$ cat config.mk
export PLATFORM = sky130hd
export DESIGN_NAME = mtwg_ctrl
export DESIGN_NICKNAME = d
export VERILOG_FILES = /design/src/hdl/mtwg_pkg.sv /design/src/hdl/mtwg_ctrl.sv
export SDC_FILE = /design/constraint.sdc
export NUM_CORES = 1
export LEC_CHECK = 0
export BUFFER_PORTS_ARGS = -buffer_cell sky130_fd_sc_hd__buf_2
export CORE_AREA = 2 2 39 41
export DETAILED_ROUTE_END_ITERATION = 6
export DIE_AREA = 0 0 41 43
export PLACE_DENSITY_LB_ADDON = 0.3
export SETUP_SLACK_MARGIN = 0.3
export SKIP_CTS_REPAIR_TIMING = 1
export SYNTH_ARGS = -nofsm -noshare
export SYNTH_HDL_FRONTEND = slang
export SYNTH_SLANG_ARGS = --single-unit
$ cat constraint.sdc
create_clock -name clk -period 1.2 [get_ports clk]
set_input_delay 0.18 -clock clk [delete_from_list [all_inputs] [get_ports clk]]
set_output_delay 0.18 -clock clk [all_outputs]
set_load 0.01 [all_outputs]
$ cat src/hdl/mtwg_pkg.sv
// ----------------------------------------------------------------------------
// mtwg_pkg
// Shared constants, types and the tempering function of the MT19937 word
// generator.
// ----------------------------------------------------------------------------
`default_nettype none

package mtwg_pkg;

  localparam int MT_N = 624;
  localparam int MT_M = 397;
  localparam int IDX_W = $clog2(MT_N);

  localparam logic [31:0] MT_MATRIX       = 32'h9908_b0df;
  localparam logic [31:0] MT_UPPER        = 32'h8000_0000;
  localparam logic [31:0] MT_LOWER        = 32'h7fff_ffff;
  localparam logic [31:0] MT_MULT         = 32'd1812433253;
  localparam logic [31:0] MT_DEFAULT_SEED = 32'd5489;
  localparam logic [31:0] MT_TEMPER_B     = 32'h9d2c_5680;
  localparam logic [31:0] MT_TEMPER_C     = 32'hefc6_0000;

  localparam logic [IDX_W-1:0] LAST_IDX = IDX_W'(MT_N - 1);

  typedef logic [IDX_W-1:0] idx_t;

  typedef enum logic [2:0] {
    ST_IDLE,
    ST_SEED_MUL,
    ST_SEED_WR,
    ST_DRAW_RD,
    ST_DRAW_FAR,
    ST_DRAW_WR
  } ctrl_state_t;

  typedef struct packed {
    logic seed_load;
    logic seed_default;
    logic seed_mul;
    logic seed_write;
    logic draw_rd;
    logic draw_far;
    logic draw_wr;
    logic draw_commit;
  } dp_cmd_t;

  typedef struct packed {
    logic last_word;
    logic out_free;
  } dp_status_t;

  function automatic logic [31:0] temper(input logic [31:0] x);
    logic [31:0] y;
    y = x ^ (x >> 11);
    y = y ^ ((y << 7) & MT_TEMPER_B);
    y = y ^ ((y << 15) & MT_TEMPER_C);
    y = y ^ (y >> 18);
    return y;
  endfunction

endpackage

`default_nettype wire

$ cat src/hdl/mtwg_ctrl.sv
// ----------------------------------------------------------------------------
// mtwg_ctrl
// Sequencer for reseed and draw transactions: walks the seeding recurrence
// and the read / twist / write steps of one draw.
// ----------------------------------------------------------------------------
`default_nettype none

module mtwg_ctrl (
  input  wire                        clk,
  input  wire                        rst,
  input  wire                        cmd_valid,
  output logic                       cmd_stall,
  input  wire                        func,
  input  wire mtwg_pkg::dp_status_t  status,
  output mtwg_pkg::dp_cmd_t          cmd
);
  import mtwg_pkg::*;

  ctrl_state_t state, state_next;
  logic        seeded, seeded_next;
  logic        pending, pending_next;

  always_ff @(posedge clk) begin
    if (rst) begin
      state   <= ST_IDLE;
      seeded  <= 1'b0;
      pending <= 1'b0;
    end else begin
      state   <= state_next;
      seeded  <= seeded_next;
      pending <= pending_next;
    end
  end

  always_comb begin
    state_next   = state;
    seeded_next  = seeded;
    pending_next = pending;
    cmd          = '0;
    cmd_stall    = 1'b1;
    case (state)
      ST_IDLE: begin
        cmd_stall = 1'b0;
        if (cmd_valid) begin
          if (func) begin
            cmd.seed_load = 1'b1;
            pending_next  = 1'b0;
            state_next    = ST_SEED_MUL;
          end else if (!seeded) begin
            // draw before any seed: seed with the default first
            cmd.seed_load    = 1'b1;
            cmd.seed_default = 1'b1;
            pending_next     = 1'b1;
            state_next       = ST_SEED_MUL;
          end else begin
            state_next = ST_DRAW_RD;
          end
        end
      end
      ST_SEED_MUL: begin
        cmd.seed_mul = 1'b1;
        state_next   = ST_SEED_WR;
      end
      ST_SEED_WR: begin
        cmd.seed_write = 1'b1;
        if (status.last_word) begin
          seeded_next  = 1'b1;
          pending_next = 1'b0;
          state_next   = pending ? ST_DRAW_RD : ST_IDLE;
        end else begin
          state_next = ST_SEED_MUL;
        end
      end
      ST_DRAW_RD: begin
        cmd.draw_rd = 1'b1;
        state_next  = ST_DRAW_FAR;
      end
      ST_DRAW_FAR: begin
        cmd.draw_far = 1'b1;
        state_next   = ST_DRAW_WR;
      end
      ST_DRAW_WR: begin
        cmd.draw_wr = 1'b1;
        if (status.out_free) begin
          cmd.draw_commit = 1'b1;
          state_next      = ST_IDLE;
        end
      end
      default: begin
        state_next = ST_IDLE;
      end
    endcase
  end

endmodule

`default_nettype wire

# Word-level counts from Yosys, hierarchy flattened
# Cells that the tools add are included.
[classes]
add_sub_neg = 0
n_mul = 0
div = 0
order_cmp = 0
eq_ne = 9
n_shift = 0
mux = 24
bitwise_logic = 0
n_reduce_logical = 5
[ops]
columns = ["op", "n"]
rows = [
  ["$pmux 3 s6", 1],
  ["$mux 2", 7],
  ["$mux 1", 12],
  ["$mux 3", 3],
  ["$eq 3x2->1 const B", 2],
  ["$eq 3x3->1 const B", 2],
  ["$ne 2x2->1 const B", 3],
  ["$reduce_and 2->1", 2],
  ["$reduce_and 4->1", 1],
  ["$eq 3x1->1 const B", 1],
  ["$logic_not 3->1", 1],
  ["$ne 3x3->1 const B", 1],
  ["$pmux 1 s2", 1],
  ["$reduce_bool 2->1", 1],
]
[totals]
register_bits = 5
latchBits = 0
ramBits = 0
mem_bits_ro = 0
in_bits = 6
output_inout_bits = 9
memories = 0

# Logic depth before layout (Yosys ltp)
[depth]
ltp_word = 4
ltp_mapped = 4

# Worst setup path after synthesis
# No wires, ideal clock.
[synth_timing]
path_type = "reg-to-reg"
from = "register state[0]"
to = "register state[1]"
setup_time_ps = 103
arrival_time_ps = 1045
required_ps = 1097
path_slack_ps = 52
stages_incl_launch_ff = 5
n_path_buf = 1
synth_period_minus_slack_ps = 1148
path_cell_list = "dfxtp_1 buf_6 inv_2 a211o_1 a2111oi_2"
[synth_via]
elab_chain_cells = 3
word_cells_on_any_way = 10
classes_between = "7 x eq/ne; 1 x mux; 2 x reduce/logical"
[synth_rtl]
columns = ["element", "line_no", "source"]
rows = [
  ["start, declared", "mtwg_ctrl.sv:19", "ctrl_state_t state, state_next;"],
  ["start signal, assigned", "mtwg_ctrl.sv:29", "state <= state_next;"],
  ["$eq 3x3->1 or $logic_not 3->1 (tied branches)", "mtwg_ctrl.sv:41", "case (state)"],
  ["$ne 2x2->1 (no line)", "--", ""],
  ["$reduce_and 2->1 (no line)", "--", ""],
]
# Parallel ways exist; a longest one is shown, timed or not.
# A chain may end at the register's enable or synchronous reset.

==> metrics.cfg <==
[cts]
insertion_delay_ps = 240
cts_tree = yes
clk_pin_slew_ps = 40
cts-root-buf = clkbuf_4
h-tree-depth = 1
cts_buffer_depth = 2
cts_buffers = 3
cts_sinks = 5

[timing]
min_period_ps = 1400
tns_ps = -1150
hold_viol = 0
fin_crit_sh_pct = 117
maxSlewViolCount = 0
fin_ws_ps = -199
setup_viol = 11
fin_skew_ps = 1.34
fmax_ghz = 0.715
holdWs_ps = 184
worstMarginPinSlew_ps = 234
rsz0062_at_grt = yes
relSlewSlack_pct = 84.4

[setup_path]
worst_path_most_repeated_cell = buf_6
reg2reg_depth = 4
cp_max_fo = 3
crit_family = simple AND/OR/NAND/NOR gates
slowest_stage = dfxtp_2
reg2reg_from = state[1]
worstSetupPathType = flip-flop to output pin
cp.buffers_inverters = 2
crit_path_start_kind = flip-flop
cp_slowest_stage_delay_ps = 320
critPathArrivalTime_ps = 1220
path_depth = 4
rr_endpoint = pending
endpoint_kind = output pin
crit_required_ps = 1020
reg2reg_setup_slack_ps = -40
path_cells = buf_6 > nor3_4 > and3_4 > buf_6

[power_and_ir_drop]
p_sw_uw = 183
power.density_nw_per_um2 = 968
vdd.ir_drop.worst_mv = 0.539
pwr-share-clk_pct = 30.9
power_uw = 626
seqPwrFrac_pct = 31.7
sw_frac_of_total_pct = 29.2
p_leak_uw = 0.000300
p_int_uw = 443
p_comb_share_pct = 37.3

[outcome]
status = finished, violations left
violations = setup timing

[logic_synthesis]
ys_ff_latch = 5
synthArstFlopShare_pct = 0
syn-num-nets = 47
syn_area_per_cell_um2 = 8.30
post_synth_inst_count = 41
synth_top_cells_by_count = nor2_1 (6), dfxtp_1 (5), nor3_1 (3)
synth_edf_count = 0
synth_area_leaders = dfxtp_1 (29%), buf_6 (6.6%), nor2_1 (6.6%)
yosys.area.top_type_share_pct = 29.4
yosys.area.top_type = dfxtp_1
yosysMostFrequentCell = nor2_1
yosysWarnings = 0
synth-main-ff-cell = dfxtp_1
netlist_area_um2 = 340
seq_area_frac_synth_pct = 29.4
ys_types = 26

[floorplanning]
core-area_um2 = 1380
start_util_pct = 24.6
die_h_um = 43
die_x_um = 41
io_pins = 15
fp-row-count = 14
dieArea_um2 = 1760

[grt]
grt_pass1_vias = 306
antenna_found_initial = 0
overflow = 0
grtUsageTotal_pct = 11.1
grt_max_degree = 9
grt_pass1_wl_um = 1270

[placed_design]
port_buffers = 14
dpl-instance-area_um2 = 469
place_congestion = 0.750
dpl.hpwl_um = 651

[drt]
route.detailed.drc = 0
highest_layer = met4
routed_wl_um = 1010
wirelength_met1_um = 400
drt_pre_antenna_iters = 2
viasPerCell = 4.87
wl_per_cell_um = 12.0
drtIter0Drc = 4
wl_met2_um = 557
routed-wl-met3_um = 46
drtAntennaViolNets = 0
vias = 409

[finish]
drive_above_1_share_pct = 72.1
area_delta_synth_final_pct = 90.1
num_antenna_cells = 0
finalInstanceArea_um2 = 647
nFillCells = 140
nNetsFinal = 75
final_util_pct = 46.7

[min_path]
hold_class = primary input to flip-flop
holdCritStartpoint = rst
hold_depth = 2
holdPathEnd = state[1]

[job]
max_cap_viol_count = 0

-- layout by cell type, fill, tap and decap left out, drive strengths merged --
cell type / n
nand2: 2
a2bb2oi: 1
a2111oi: 1
and3b: 1
nor3b: 1
nor4: 1
and3: 2
nand3: 1
inv: 3
a21oi: 2
dfxtp: 5
clkbuf: 4
or3b: 1
a211o: 1
nor2: 6
nand2b: 2
nor3: 3
nand3b: 1
o22ai: 1
nor2b: 1
and4bb: 1
buf: 26
o21a: 1
-- kinds of logic (layout without fill, tap and decap cells) --
kind of cell,count (synthesis),after routing,synth area share [%]
simple gates,23,23,41.9
flops,5,5,29.4
compound gates,7,7,16.5
buf+inv,6,33,12.1
-- through the flow --
stage               std cells  worst slack, ps
global route               84             -254
detailed placement         75             29.2
finish                     84             -199
global placement           75             21.6
CTS                        79             -241
floorplan                  41              117
-- worst max-delay path by stage --
stage	from	to
after floorplan	state[0]	state[1]
after global placement	state[1]	cmd[7]
after detailed placement	state[1]	cmd[7]
after CTS	state[1]	cmd[7]
after global routing	state[1]	cmd[7]
final	state[1]	cmd[7]
-- registers in the layout, indices dropped and copies added, names as in the netlist --
| signal | cells |
|---|---|
| pending | 1 |
| seeded | 1 |
| state | 3 |
-- power groups by stage --
stage | clock network (uW) | registers [uW] | logic, uW
after floorplan | 0 | 189 | 105
after global placement | 0 | 196 | 156
after detailed placement | 0 | 196 | 156
after CTS | 203 | 193 | 157
after global routing | 213 | 200 | 250
final | 194 | 199 | 234
-- routing by layer --
metal | vias to the layer above | global-route usage, %
met5 | - | 0
met4 | 0 | 6.00
met3 | 2 | 6.28
li1 | 201 | -
met1 | 193 | 15.2
met2 | 13 | 13.1
-- cell type report --
cell class	instances	area [um^2]	area share, %
inverter	3	11.3	1.74
multi-input combinational	30	270	41.8
sequential	5	106	16.4
tap	16	20.0	3.09
timing repair buffer	26	213	32.9
clock buffer	4	26.3	4.06
Power figures use the tool's default switching activity.
